`config.mk`:
```
export PLATFORM = sky130hd
export DESIGN_NAME = trailing_annotation_bracket_scanner
export DESIGN_NICKNAME = d
export VERILOG_FILES = /design/src/sv/tabs_pkg.sv /design/src/sv/trailing_annotation_bracket_scanner.sv /design/src/sv/tabs_step.sv /design/src/sv/tabs_out_reg.sv
export SDC_FILE = /design/constraint.sdc
export NUM_CORES = 1
export LEC_CHECK = 0
export ABC_CLOCK_PERIOD_IN_PS = 4400
export BUFFER_PORTS_ARGS = -buffer_cell sky130_fd_sc_hd__buf_2
export CORE_UTILIZATION = 55
export CTS_BUF_LIST = sky130_fd_sc_hd__clkbuf_2
export CTS_CLUSTER_SIZE = 28
export DETAILED_ROUTE_END_ITERATION = 8
export PLACE_DENSITY_LB_ADDON = 0.08
export SLEW_MARGIN = 0
export SYNTH_ARGS = -nofsm -noshare
export SYNTH_HDL_FRONTEND = slang
export SYNTH_SLANG_ARGS = --single-unit
```
`constraint.sdc`:
```
create_clock -name i_clk -period 4.4 [get_ports i_clk]
set_input_delay 0.44 -clock i_clk [delete_from_list [all_inputs] [get_ports i_clk]]
set_output_delay 0.44 -clock i_clk [all_outputs]
set_load 0.1 [all_outputs]
```
`src/sv/tabs_pkg.sv`:
```
// shared types and constants for the trailing annotation bracket scanner
// no dependencies
package tabs_pkg;

    localparam int unsigned MAX_BRACE_DEPTH = 255;

    // scan mode codes
    localparam logic [1:0] MODE_IDLE  = 2'd0;
    localparam logic [1:0] MODE_SKIP  = 2'd1;
    localparam logic [1:0] MODE_WATCH = 2'd2;
    localparam logic [1:0] MODE_SLASH = 2'd3;

    localparam logic [7:0] CH_LBRACK = 8'h5B;
    localparam logic [7:0] CH_RBRACK = 8'h5D;
    localparam logic [7:0] CH_LBRACE = 8'h7B;
    localparam logic [7:0] CH_RBRACE = 8'h7D;
    localparam logic [7:0] CH_SLASH  = 8'h2F;
    localparam logic [7:0] CH_STAR   = 8'h2A;
    localparam logic [7:0] CH_LF     = 8'h0A;
    localparam logic [7:0] CH_CR     = 8'h0D;
    localparam logic [7:0] CH_TAB    = 8'h09;
    localparam logic [7:0] CH_SPACE  = 8'h20;

    typedef struct packed {
        logic [1:0] mode;
        logic       later_bracket;
        logic       last_close;
        logic       prev_blank;
    } t_flags;

endpackage

```
`src/sv/trailing_annotation_bracket_scanner.sv`:
```
// top level of the trailing annotation bracket scanner
// depends on tabs_pkg, tabs_step and tabs_out_reg
//
//   channel   handshake            payload
//   input     i_valid / o_ready    i_start_req, i_allowed, i_ch, i_at_eof
//   output    o_valid / i_ready    o_is_annotation
//
// one character per cycle while the output takes its results; a character is captured in
// the input register, and its result is then registered with the scan state in the result register
// the scan state updates in one step of tabs_step per character
// reset clears the scan mode, brace depth and both valid flags
// a stalled output holds the character in the input register, which then
// backpressures the input channel
module trailing_annotation_bracket_scanner #(
    parameter int unsigned MAX_BRACE_DEPTH = tabs_pkg::MAX_BRACE_DEPTH,
    localparam int unsigned BW = $clog2(MAX_BRACE_DEPTH + 1)
) (
    input  logic       i_clk,
    input  logic       i_rst_n,
    input  logic       i_valid,
    output logic       o_ready,
    input  logic       i_start_req,
    input  logic       i_allowed,
    input  logic [7:0] i_ch,
    input  logic       i_at_eof,
    output logic       o_valid,
    input  logic       i_ready,
    output logic       o_is_annotation
);

    logic             r_in_valid;
    logic             r_start_req;
    logic             r_allowed;
    logic [7:0]       r_ch;
    logic             r_at_eof;
    tabs_pkg::t_flags r_flags;
    tabs_pkg::t_flags n_flags;
    logic [BW-1:0]    r_brace;
    logic [BW-1:0]    n_brace;
    logic             res_valid;
    logic             res_value;
    logic             out_can_take;
    logic             advance;

    assign advance = r_in_valid && out_can_take;
    assign o_ready = !r_in_valid || advance;

    always_ff @(posedge i_clk) begin
        if (!i_rst_n) begin
            r_in_valid <= 1'b0;
        end else if (o_ready) begin
            r_in_valid <= i_valid;
        end
    end

    always_ff @(posedge i_clk) begin
        if (o_ready && i_valid) begin
            r_start_req <= i_start_req;
            r_allowed   <= i_allowed;
            r_ch        <= i_ch;
            r_at_eof    <= i_at_eof;
        end
    end

    always_ff @(posedge i_clk) begin
        if (!i_rst_n) begin
            r_flags <= '{mode: tabs_pkg::MODE_IDLE, later_bracket: 1'b0,
                         last_close: 1'b0, prev_blank: 1'b0};
            r_brace <= '0;
        end else if (advance) begin
            r_flags <= n_flags;
            r_brace <= n_brace;
        end
    end

    tabs_step #(
        .MAX_DEPTH (MAX_BRACE_DEPTH)
    ) u_step (
        .i_flags     (r_flags),
        .i_brace     (r_brace),
        .i_start_req (r_start_req),
        .i_allowed   (r_allowed),
        .i_ch        (r_ch),
        .i_at_eof    (r_at_eof),
        .o_flags     (n_flags),
        .o_brace     (n_brace),
        .o_res_valid (res_valid),
        .o_res_value (res_value)
    );

    tabs_out_reg u_out (
        .i_clk      (i_clk),
        .i_rst_n    (i_rst_n),
        .i_load     (advance && res_valid),
        .i_value    (res_value),
        .i_ready    (i_ready),
        .o_valid    (o_valid),
        .o_value    (o_is_annotation),
        .o_can_take (out_can_take)
    );

endmodule

```
`src/sv/tabs_step.sv`:
```
// next-state and result logic for one character of the scanner
// depends on tabs_pkg
module tabs_step #(
    parameter int unsigned MAX_DEPTH = tabs_pkg::MAX_BRACE_DEPTH,
    localparam int unsigned BW = $clog2(MAX_DEPTH + 1)
) (
    input  tabs_pkg::t_flags i_flags,
    input  logic [BW-1:0]    i_brace,
    input  logic             i_start_req,
    input  logic             i_allowed,
    input  logic [7:0]       i_ch,
    input  logic             i_at_eof,
    output tabs_pkg::t_flags o_flags,
    output logic [BW-1:0]    o_brace,
    output logic             o_res_valid,
    output logic             o_res_value
);

    localparam logic [BW-1:0] MaxLevel = BW'(MAX_DEPTH);

    always_comb begin
        logic       blank;
        logic       run;
        logic       watch_en;
        logic       wl;
        logic       wp;
        logic [1:0] mode_eff;

        blank       = (i_ch == tabs_pkg::CH_SPACE) || (i_ch == tabs_pkg::CH_TAB);
        o_flags     = i_flags;
        o_brace     = i_brace;
        o_res_valid = 1'b0;
        o_res_value = 1'b0;
        watch_en    = 1'b0;
        wl          = i_flags.last_close;
        wp          = i_flags.prev_blank;
        mode_eff    = i_flags.mode;
        run         = 1'b1;

        if (i_start_req) begin
            if (!i_allowed) begin
                o_res_valid  = 1'b1;
                o_flags.mode = tabs_pkg::MODE_IDLE;
                run          = 1'b0;
            end else begin
                mode_eff = tabs_pkg::MODE_SKIP;
            end
        end

        if (run) begin
            unique case (mode_eff)
                tabs_pkg::MODE_SKIP: begin
                    if (!i_at_eof && blank) begin
                        o_flags.mode = tabs_pkg::MODE_SKIP;
                    end else if (!i_at_eof && i_ch == tabs_pkg::CH_LBRACK) begin
                        o_flags.mode          = tabs_pkg::MODE_WATCH;
                        o_flags.later_bracket = 1'b0;
                        o_flags.last_close    = 1'b0;
                        o_flags.prev_blank    = 1'b0;
                        o_brace               = '0;
                    end else begin
                        o_res_valid  = 1'b1;
                        o_flags.mode = tabs_pkg::MODE_IDLE;
                    end
                end
                tabs_pkg::MODE_WATCH: begin
                    watch_en = 1'b1;
                end
                tabs_pkg::MODE_SLASH: begin
                    if (!i_at_eof && (i_ch == tabs_pkg::CH_SLASH ||
                                      i_ch == tabs_pkg::CH_STAR)) begin
                        o_res_valid  = 1'b1;
                        o_res_value  = !i_flags.later_bracket && i_flags.last_close;
                        o_flags.mode = tabs_pkg::MODE_IDLE;
                    end else begin
                        // lone slash after a blank: treat it as the last non-blank
                        wl           = 1'b0;
                        wp           = 1'b0;
                        o_flags.mode = tabs_pkg::MODE_WATCH;
                        watch_en     = 1'b1;
                    end
                end
                default: begin
                end
            endcase
        end

        if (watch_en) begin
            o_flags.last_close = wl;
            o_flags.prev_blank = wp;
            if (i_at_eof || i_ch == tabs_pkg::CH_LF || i_ch == tabs_pkg::CH_CR) begin
                o_res_valid  = 1'b1;
                o_res_value  = !i_flags.later_bracket && wl;
                o_flags.mode = tabs_pkg::MODE_IDLE;
            end else if (i_ch == tabs_pkg::CH_SLASH && wp) begin
                o_flags.mode = tabs_pkg::MODE_SLASH;
            end else if (i_ch == tabs_pkg::CH_RBRACE && i_brace == '0) begin
                o_res_valid  = 1'b1;
                o_res_value  = !i_flags.later_bracket && wl;
                o_flags.mode = tabs_pkg::MODE_IDLE;
            end else begin
                if (i_ch == tabs_pkg::CH_RBRACE) begin
                    o_brace = i_brace - BW'(1);
                end else if (i_ch == tabs_pkg::CH_LBRACE) begin
                    if (i_brace < MaxLevel) begin
                        o_brace = i_brace + BW'(1);
                    end
                end else if (i_ch == tabs_pkg::CH_LBRACK) begin
                    o_flags.later_bracket = 1'b1;
                end
                if (!blank) begin
                    o_flags.last_close = (i_ch == tabs_pkg::CH_RBRACK);
                end
                o_flags.prev_blank = blank;
            end
        end
    end

endmodule

```
`src/sv/tabs_out_reg.sv`:
```
// result register between the scan logic and the output channel
// depends on nothing but its ports
module tabs_out_reg (
    input  logic i_clk,
    input  logic i_rst_n,
    input  logic i_load,
    input  logic i_value,
    input  logic i_ready,
    output logic o_valid,
    output logic o_value,
    output logic o_can_take
);

    logic r_valid;
    logic r_value;
    logic n_valid;

    assign o_can_take = !r_valid || i_ready;
    assign n_valid    = i_load || (r_valid && !i_ready);

    always_ff @(posedge i_clk) begin
        if (!i_rst_n) begin
            r_valid <= 1'b0;
        end else begin
            r_valid <= n_valid;
        end
    end

    always_ff @(posedge i_clk) begin
        if (i_load) begin
            r_value <= i_value;
        end
    end

    assign o_valid = r_valid;
    assign o_value = r_value;

endmodule

```
==> metrics.yaml, run 1 <==
status: "completed"
coreArea_sq_um: 3340
grt_first_pass_wirelength_microns: 7910
cts_hold_buf: 0
tightest_slew_ps: 838
die_y_microns: 61.2
synthMuxAreaShare_pct: 0
skew_ps: 3.49
routed_wl_microns: 4960
hpwl_microns: 3740
leakage_nw: 0.654
grt_pass1_vias: 1608
cp-startpoint: "r_brace[0]"
syn_nets: 246
final-setup-viol-count: 0
clk_latency_ps: 370
first_pass_iters: 5
final.setup.tns_ps: 0
hp-class: "input pin to register"
place.gp.congestion: 0.957
cts_tree: "done"
slew_headroom_pct: 43.7
async_reset_ff_share_pct: 0
cts_setup_buffers: 0
ant_nets: 0
finalCritPeriodShare_pct: 58.3
r2r-start: "r_brace[0]"
synth-xor-area-share_pct: 1.82
cts_buffer_depth: 2
clock_sinks: 27
fin_nets: 254
die_x_microns: 61.2
synthFlopType: "dfxtp_1"
grtUsageTotal_pct: 28.8
seq_area_frac_synth_pct: 34.3
wl_per_cell_microns: 17.6
cts_resized: 0
power.density_nw_per_um2: 217
start_util_pct: 57.7
synth_seq_cells: 27
synth_top_family_by_area: "simple AND/OR/NAND/NOR gates"
rows: 21
synth_edf_count: 12
vias: 1918
postSynthCellCount: 229
synth_fa_ha_area_share_pct: 1.30
dp_cells: 278
syn2layout_area_growth_pct: 5.00
yosysWarnings: 0
finalPower_mw: 0.439
crit_path_max_fanout: 10
syn_avg_cell_area_sq_um: 8.41
n_fill_cell: 317
synth.distinct_cells: 63
worstHoldStart: "i_ch[4]"
fin_crit_ps: 2560
synth_compound_area_share_pct: 28.1
cp_slowest_cell: "dfxtp_1"
instances_no_fill: 282
endpoint_kind: "register"
worstPathCellList: "inv_1 -> ha_1 -> nor4b_2 -> a311oi_4 -> nand3_1 -> a2111oi_0 -> a41o_1"
gr-total-overflow: 0
numCtsBuffers: 3
h-tree-depth: 1
pre_cts_slack_ps: 1950
max_freq_ghz: 0.390
io_buffers: 17
fin_ws_ps: 1840
hold_viol_final: 0
cap_violations: 0
vdd_drop_max_uv: 143
clk_pin_slew_ps: 260
grt_start_max_net_pins: 16
cp.arrival_ps: 2900
die_area_sq_um: 3740
drive_above_1_share_pct: 13.6
finalMaxSlewViolations: 0
drcViolationCount: 0
critPathMaxStageDelay_ps: 540
start_kind: "register"
clock_tree.root_cell: "clkbuf_2"
num_antenna_cells: 0
rsz0062_at_grt: "no"
antenna_found_initial: 0
synth-simple-area-share_pct: 29.4
drt_iter0_markers: 191
syn-cell-area_sq_um: 1930
routed_via_density: 6.80
cp.required_ps: 4740
path_class: "register to register"
ioPinCount: 18
utilization_pct: 60.6
==> power breakdown <==
part	switching, mW	internal [mW]	total [mW]
clock	0.0776	0.0206	0.0982
combinational	0.0345	0.0200	0.0545
sequential	0.0144	0.272	0.286
==> cells in the mapped netlist, drive strengths merged, types with 7 or more instances <==
library cell | count | area share [%]
buf | 7 | 2.1
o21ai | 20 | 5.2
edfxtp | 12 | 19
clkbuf | 7 | 1.4
inv | 7 | 1.4
nand3 | 16 | 4.2
a21oi | 14 | 3.6
dfxtp | 15 | 16
nor2 | 20 | 3.9
nand2 | 23 | 4.5
==> cells in the final DEF, fill, tap and decap left out, types with 3 or more instances in the layout <==
| cell type | instances |
|---|---|
| a21oi_1 | 14 |
| o21ai_0 | 18 |
| nand3_1 | 16 |
| inv_1 | 7 |
| clkbuf_2 | 3 |
| edfxtp_1 | 12 |
| dfxtp_1 | 15 |
| nand2_1 | 23 |
| a211oi_1 | 3 |
| nor2_1 | 20 |
| o211ai_1 | 3 |
| nand2b_1 | 4 |
| a22oi_1 | 3 |
| a31oi_1 | 3 |
| nand4_1 | 4 |
| nor3_1 | 4 |
| o31ai_1 | 3 |
| and4b_1 | 4 |
| buf_2 | 17 |
==> worst max-delay path, delay by kind of cell (launching register included) <==
| kind | cells | cell delay (ps) |
|---|---|---|
| DFF | 1 | 540 |
| AOI/OAI and AO/OA | 3 | 1110 |
| buffers and inverters | 1 | 80 |
| adders and majority gates | 1 | 290 |
| and+or+nand+nor | 2 | 500 |
==> path summary, 6_finish.rpt <==
check	end	slack [ps]	cells past startpoint
max	r_brace[7]	1840	7
min	r_ch[4]	220	1
max reg2reg	r_brace[7]	1840	7
min reg2reg	r_flags[1]	510	2
==> logic make-up after synthesis <==
logic type | after synthesis
and+or+nand+nor | 99
DFF | 27
xor gates and xnor gates | 4
adders and majority gates | 2
AOI/OAI and AO/OA | 75
buffers and inverters | 22
==> area by class of cell <==
| type | instances | area [sq um] | area share (%) |
|---|---|---|---|
| Inverter | 8 | 30.0 | 1.49 |
| Timing Repair Buffer | 17 | 85.1 | 4.21 |
| Sequential cell | 27 | 661 | 32.7 |
| Clock buffer | 3 | 15.0 | 0.743 |
| Multi-Input combinational cell | 180 | 1170 | 57.8 |
| Clock inverter | 1 | 5.00 | 0.248 |
| Tap cell | 46 | 57.6 | 2.85 |
==> sequential cells by signal, summed over array words and instances (netlist names) <==
register       cells
r_allowed          1
r_at_eof           1
r_brace            8
r_ch               8
r_flags            5
r_in_valid         1
r_start_req        1
u_out.o_valid      1
u_out.o_value      1
==> through the flow <==
step                area [sq um]  hold slack, ps
finish                      2020             218
global route                2020             196
CTS                         2020             214
detailed placement          2000             481
global placement            2000             461
floorplan                   1930             435
==> per-layer routing <==
layer  share of wire, %  routed length, microns  global-route usage (%)  up-vias
met1                 45                    2250                    45.6      894
met5                  0                       0                       0        -
met4                2.0                      97                    9.09        0
met2                 43                    2120                    40.2      112
met3                 10                     497                    3.36       13
li1                   -                       -                       -      899
Power figures use the tool's default switching activity.
==> inputs of run 2 (changes only) <==
ABC_AREA = 1   (was not set)
ABC_CLOCK_PERIOD_IN_PS = 2600   (was 4400)
clock period = 2.6 ns   (was 4.4 ns; I/O delays follow)
==> run 2 against run 1 <==
  * Flip-flop and latch count is the same
  * Largest cell class unchanged
  * Critical endpoint is now u_out.o_value
  * Fmax grew 33%
  * Critical path depth grew 3
  * Power grew 69%
  * Clock power grew 67%
==> metrics.yaml, run 2 <==
max_freq_ghz: 0.519  # was 0.390 GHz
start_util_pct: 58.5  # was 57.7%
gr-total-overflow: 0  # unchanged
num_antenna_cells: 0  # unchanged
postSynthCellCount: 282  # was 229
rr_worst_depth: 10  # was 7
routed_wl_microns: 4380  # was 4960 microns
clock_sinks: 27  # unchanged
yosysTopAreaCellShare_pct: 18.2  # was 18.7%
die_x_microns: 62.0  # was 61.2 microns
vias: 1820  # was 1,918
synth_common_cells: "nand2_1, inv_1, nand3_1"  # was nand2_1, nor2_1, o21ai_0
path_class: "register to register"  # unchanged
reg2reg_to: "u_out.o_value"  # was r_brace[7]
top_regs: "r_brace (8), r_ch (8), r_flags (5)"  # unchanged
first_pass_iters: 4  # was 5
ioPinCount: 18  # unchanged
synth_seq_cells: 27  # unchanged
syn2layout_area_growth_pct: 7.00  # was 5.00%
hold_viol_final: 0  # unchanged
cts_tree: "done"  # unchanged
synth.distinct_cells: 35  # was 63
syn-cell-area_sq_um: 1980  # was 1930 sq um
final_cell_mix: "nand2_1, inv_1, nand3_1"  # was nand2_1, nor2_1, o21ai_0
final_common_cell: "nand2_1"  # unchanged
slew_headroom_pct: 68.1  # was 43.7%
synthFlopType: "dfxtp_1"  # unchanged
r2r-start: "r_brace[0]"  # unchanged
endpoint_kind: "register"  # unchanged
finalPower_mw: 0.743  # was 0.439 mW
grt_pass1_vias: 1573  # was 1,608
cp.arrival_ps: 2070  # was 2900 ps
wl_per_cell_microns: 12.7  # was 17.6 microns
place.gp.congestion: 0.944  # was 0.957
vdd_drop_max_uv: 257  # was 143 uV
hpwl_microns: 3360  # was 3740 microns
synth_area_leader_cell: "edfxtp_1"  # unchanged
finalCritPeriodShare_pct: 74.1  # was 58.3%
endpoint: "u_out.o_value"  # was r_brace[7]
cts_buffer_depth: 2  # unchanged
start_kind: "register"  # unchanged
dp_cells: 340  # was 278
die_area_sq_um: 3850  # was 3740 sq um
grt_start_max_net_pins: 16  # unchanged
leakage_nw: 0.903  # was 0.654 nW
fin_nets: 316  # was 254
grtUsageTotal_pct: 25.8  # was 28.8%
yosysWarnings: 0  # unchanged
rows: 21  # unchanged
cp-startpoint: "r_brace[0]"  # unchanged
antenna_found_initial: 0  # unchanged
synth_edf_count: 12  # unchanged
coreArea_sq_um: 3390  # was 3340 sq um
status: "completed"  # unchanged
grt_first_pass_wirelength_microns: 7110  # was 7910 microns
h-tree-depth: 1  # unchanged
clk_pin_slew_ps: 260  # about the same
drive_above_1_share_pct: 19.8  # was 13.6%
numCtsBuffers: 3  # unchanged
rrSetupSlack_ps: 670  # was 1840 ps
seq_area_frac_synth_pct: 33.3  # was 34.3%
crit_path_max_fanout: 4  # was 10
hp-class: "input pin to register"  # unchanged
drcViolationCount: 0  # unchanged
ant_nets: 0  # unchanged
drt_iter0_markers: 122  # was 191
clk_latency_ps: 370  # about the same
routed_via_density: 5.29  # was 6.80
tightest_slew_ps: 482  # was 838 ps
instances_no_fill: 344  # was 282
cts_resized: 0  # unchanged
clock_tree.root_cell: "clkbuf_2"  # unchanged
rsz0062_at_grt: "no"  # unchanged
finalMaxSlewViolations: 0  # unchanged
fin_crit_ps: 1930  # was 2560 ps
final-setup-viol-count: 0  # unchanged
yosys-top-cells-area: "edfxtp_1, dfxtp_1, nand2_1"  # was edfxtp_1, dfxtp_1, o21ai_0
synth.most_common_cell: "nand2_1"  # unchanged
cts_setup_buffers: 0  # unchanged
skew_ps: 13.5  # was 3.49 ps
cts_hold_buf: 0  # unchanged
syn_avg_cell_area_sq_um: 7.03  # was 8.41 sq um
final.setup.tns_ps: 0  # unchanged
fin_hold_ws_ps: 35.7  # was 218 ps
cp.required_ps: 2740  # was 4740 ps
power.density_nw_per_um2: 350  # was 217 nW/um^2
syn_nets: 299  # was 246
cap_violations: 0  # unchanged
async_reset_ff_share_pct: 0  # unchanged
io_buffers: 17  # unchanged
die_y_microns: 62.0  # was 61.2 microns
## run 2: worst min path at each step
stage,slack [ps],endpoint,from,cells past startpoint
global placement,440,r_ch[3],i_ch[3],1
detailed placement,440,r_ch[5],i_ch[5],1
finish,40,r_start_req,i_start_req,1
floorplan,360,r_allowed,i_allowed,0
CTS,30,r_start_req,i_start_req,1
global route,3,r_ch[7],i_ch[7],1
## run 2: cell families (layout without fill, tap and decap cells)
kind of cell             Yosys count  in the layout  synth area share, %
buffers and inverters             47             63                 9.59
AO/OA/AOI/OAI                     36             36                 11.0
XOR/XNOR                           5              5                 2.21
flip-flops                        27             27                 33.3
AND/OR/NAND/NOR                  165            165                 42.6
adder cells (fa/ha/maj)            2              2                 1.26
## run 2: critical path, stage by stage (launching register included)
cell and delay (ps):
dfxtp_1 400, inv_1 130, ha_1 230, nand3_1 150, nor2_1 200, nand3_4 110, a21oi_2 220, inv_2 40
nand2_1 60, nand2_1 70, inv_1 90
## run 2: routing by layer
layer | track usage [%] | share of wire [%] | up-vias
li1 | - | - | 957
met1 | 34.3 | 49 | 812
met2 | 42.2 | 46 | 47
met3 | 4.76 | 3.9 | 4
met4 | 8.89 | 1.2 | 0
met5 | 0 | 0 | -
## run 2: area by class of cell
cell class	count	area, sq um
Timing Repair Buffer	18	92.6
Tap cell	46	57.6
Fill cell	312	1270
Clock buffer	3	15.0
Sequential cell	27	661
Multi-Input combinational cell	208	1140
Inverter	41	154
Clock inverter	1	5.00
## run 2: stage by stage
stage	util, %	instance area, sq um	setup WS, ps
after global routing	62.6	2120	467
after CTS	62.6	2120	695
final	62.6	2120	673
after detailed placement	62.0	2100	715
after global placement	62.0	2100	804
after floorplan	-	1990	256
## run 2: where the power goes
part	internal (mW)	switching [mW]	leakage [nW]	total [mW]
Sequential	0.461	0.0139	0.238	0.475
Clock	0.0349	0.129	0.0164	0.164
Combinational	0.0306	0.0736	0.649	0.104
Total	0.527	0.217	0.903	0.743
==> inputs of run 3 (changes only) <==
ABC_CLOCK_PERIOD_IN_PS = 1900   (was 2600)
clock period = 1.9 ns   (was 2.6 ns; I/O delays follow)
==> run 3 against run 2 <==
  * Final area rose by 15%
  * Sequential power rose by 37%
  * Power rose by 43%
  * Final cell count rose by 6.4%
  * Register-to-register slack got worse by 600 ps
  * Combinational power rose by 73%
  * Critical path depth rose by 1
  * Non-clock buffer count rose by 22
  * Sequential share of layout area fell by 3.8 points
  * Critical endpoint unchanged
  * Hold slack barely moved
==> metrics.yaml, run 3 (same netlist as run 2, synthesis figures left out) <==
status: "completed"  # unchanged
n_fill_cell: 269  # was 312
die_x_microns: 62.0  # unchanged
final-setup-viol-count: 0  # unchanged
final_common_cell: "nand2_1"  # unchanged
fin_crit_ps: 1830  # was 1930 ps
grt_start_max_net_pins: 17  # was 16
clk_latency_ps: 380  # was 370 ps
cp_slowest_cell: "edfxtp_1"  # was dfxtp_1
fin_area_sq_um: 2440  # was 2120 sq um
wl_met3_microns: 203  # was 169 microns
ioPinCount: 18  # unchanged
drive_above_1_share_pct: 28.1  # was 19.8%
met1_length_microns: 2380  # was 2150 microns
placed_cell_area_sq_um: 2150  # was 2100 sq um
dp_cells: 345  # was 340
cp.required_ps: 2040  # was 2740 ps
finalCritPeriodShare_pct: 96.1  # was 74.1%
hold_viol_final: 0  # unchanged
place.gp.congestion: 0.903  # was 0.944
top_regs: "r_brace (8), r_ch (8), r_flags (5)"  # unchanged
first_pass_iters: 4  # unchanged
skew_ps: 14.3  # was 13.5 ps
pre_cts_slack_ps: -31.2  # was 715 ps
drt_iter0_markers: 112  # was 122
path_class: "register to register"  # unchanged
h-tree-depth: 1  # unchanged
fin_nets: 338  # was 316
num_antenna_cells: 0  # unchanged
die_area_sq_um: 3850  # unchanged
syn2layout_area_growth_pct: 22.8  # was 7.00%
rsz0062_at_grt: "yes"  # was no
vias: 1973  # was 1,820
crit_top_cell: "nand2_1"
cts_tree: "done"  # unchanged
coreArea_sq_um: 3390  # unchanged
gr-total-overflow: 0  # unchanged
final.setup.tns_ps: 0  # unchanged
finalPower_mw: 1.06  # was 0.743 mW
start_util_pct: 58.5  # unchanged
grtUsageTotal_pct: 27.2  # was 25.8%
numCtsBuffers: 3  # unchanged
antenna_found_initial: 0  # unchanged
critPathTopFamily: "simple AND/OR/NAND/NOR gates"  # unchanged
leakage_nw: 1.02  # was 0.903 nW
wl_met2_microns: 2300  # was 2000 microns
finalMaxSlewViolations: 0  # unchanged
routed_wl_microns: 4960  # was 4380 microns
cts_buffer_depth: 2  # unchanged
endpoint_kind: "register"  # unchanged
critPathMaxStageDelay_ps: 530  # was 400 ps
final_cell_mix: "nand2_1, inv_1, nand3_1"  # unchanged
cap_violations: 0  # unchanged
io_buffers: 17  # unchanged
rows: 21  # unchanged
fin_hold_ws_ps: 36.2  # was 35.7 ps
drcViolationCount: 0  # unchanged
slew_headroom_pct: 67.9  # was 68.1%
ant_nets: 0  # unchanged
path_buf_inv: 4  # was 3
hpwl_microns: 3590  # was 3360 microns
vdd_drop_max_uv: 305  # was 257 uV
grt_pass1_vias: 1659  # was 1,573
worstPathCellList: "nor2_2 -> nand3_2 -> inv_1 -> nand2_1 -> nand2_4 -> inv_2 -> a21oi_4 -> inv_2 -> nand2_1 -> nand2_1 -> inv_1"  # was inv_1 -> ha_1 -> nand3_1 -> nor2_1 -> nand3_4 -> a21oi_2 -> inv_2 -> nand2_1 -> nand2_1 -> inv_1
hp-class: "input pin to register"  # unchanged
clk_pin_slew_ps: 270  # was 260 ps
clock_sinks: 27  # unchanged
grt_first_pass_wirelength_microns: 7470  # was 7110 microns
clock_tree.root_cell: "clkbuf_2"  # unchanged
power.density_nw_per_um2: 437  # was 350 nW/um^2
routed_via_density: 5.39  # was 5.29
utilization_pct: 71.9  # was 62.6%
tightest_slew_ps: 484  # was 482 ps
instances_no_fill: 366  # was 344
die_y_microns: 62.0  # unchanged
wl_per_cell_microns: 13.5  # was 12.7 microns
max_freq_ghz: 0.548  # was 0.519 GHz
dr.max_layer_used: "met4"  # unchanged
fin_ws_ps: 74.3  # was 673 ps
start_kind: "register"  # unchanged
crit_path_max_fanout: 4  # unchanged
cp.arrival_ps: 1960  # was 2070 ps
run 3: changes by cell type in the layout (fill, tap and decap cells not counted), sizes merged:
cell,previous run,this run
buf,18,29
clkinv,1,0
dlygate4sd3,0,11
clkinvlp,0,1
run 3: final timing paths:
kind / start / end / slack (ps) / depth (start not counted)
min: i_rst_n / r_flags[3] / 40 / 3
max reg2reg: r_ch[6] / u_out.o_value / 70 / 11
max: r_ch[6] / u_out.o_value / 70 / 11
min reg2reg: r_flags[2] / r_flags[2] / 500 / 2
run 3: worst register-to-register path, stage by stage, from the launching register on:
cell	delay, ps
edfxtp_1	530
nor2_2	170
nand3_2	120
inv_1	80
nand2_1	90
nand2_4	110
inv_2	70
a21oi_4	170
inv_2	40
nand2_1	60
nand2_1	70
inv_1	90
run 3: timing repair:
item	CTS	global route
hold endpoints to repair	11	0
gates resized for setup	2	25
setup buffers	0	6
endpoints found under the setup margin	2	10
hold buffers	11	0
pin swaps	0	14
run 3: area by class of cell:
cell class	instances	area, sq um	area share, %
timing repair buffer	40	285	11.7
clock buffer	3	15.0	0.616
sequential	27	666	27.3
clock inverter	1	7.51	0.308
multi-input combinational	208	1250	51.4
tap	46	57.6	2.36
inverter	41	154	6.32
run 3: routing by layer:
layer / vias to the layer above / track usage, %
met3: 9 / 3.11
li1: 1003 / -
met5: - / 0
met2: 49 / 43.3
met1: 912 / 39.0
met4: 0 / 7.62
run 3: report_power, final:
| group | leakage [nW] | total, mW | internal (mW) | switching [mW] |
|---|---|---|---|---|
| clock network | 0.0126 | 0.233 | 0.0487 | 0.184 |
| logic | 0.767 | 0.180 | 0.0647 | 0.115 |
| registers | 0.239 | 0.652 | 0.630 | 0.0214 |
| total | 1.02 | 1.06 | 0.744 | 0.320 |
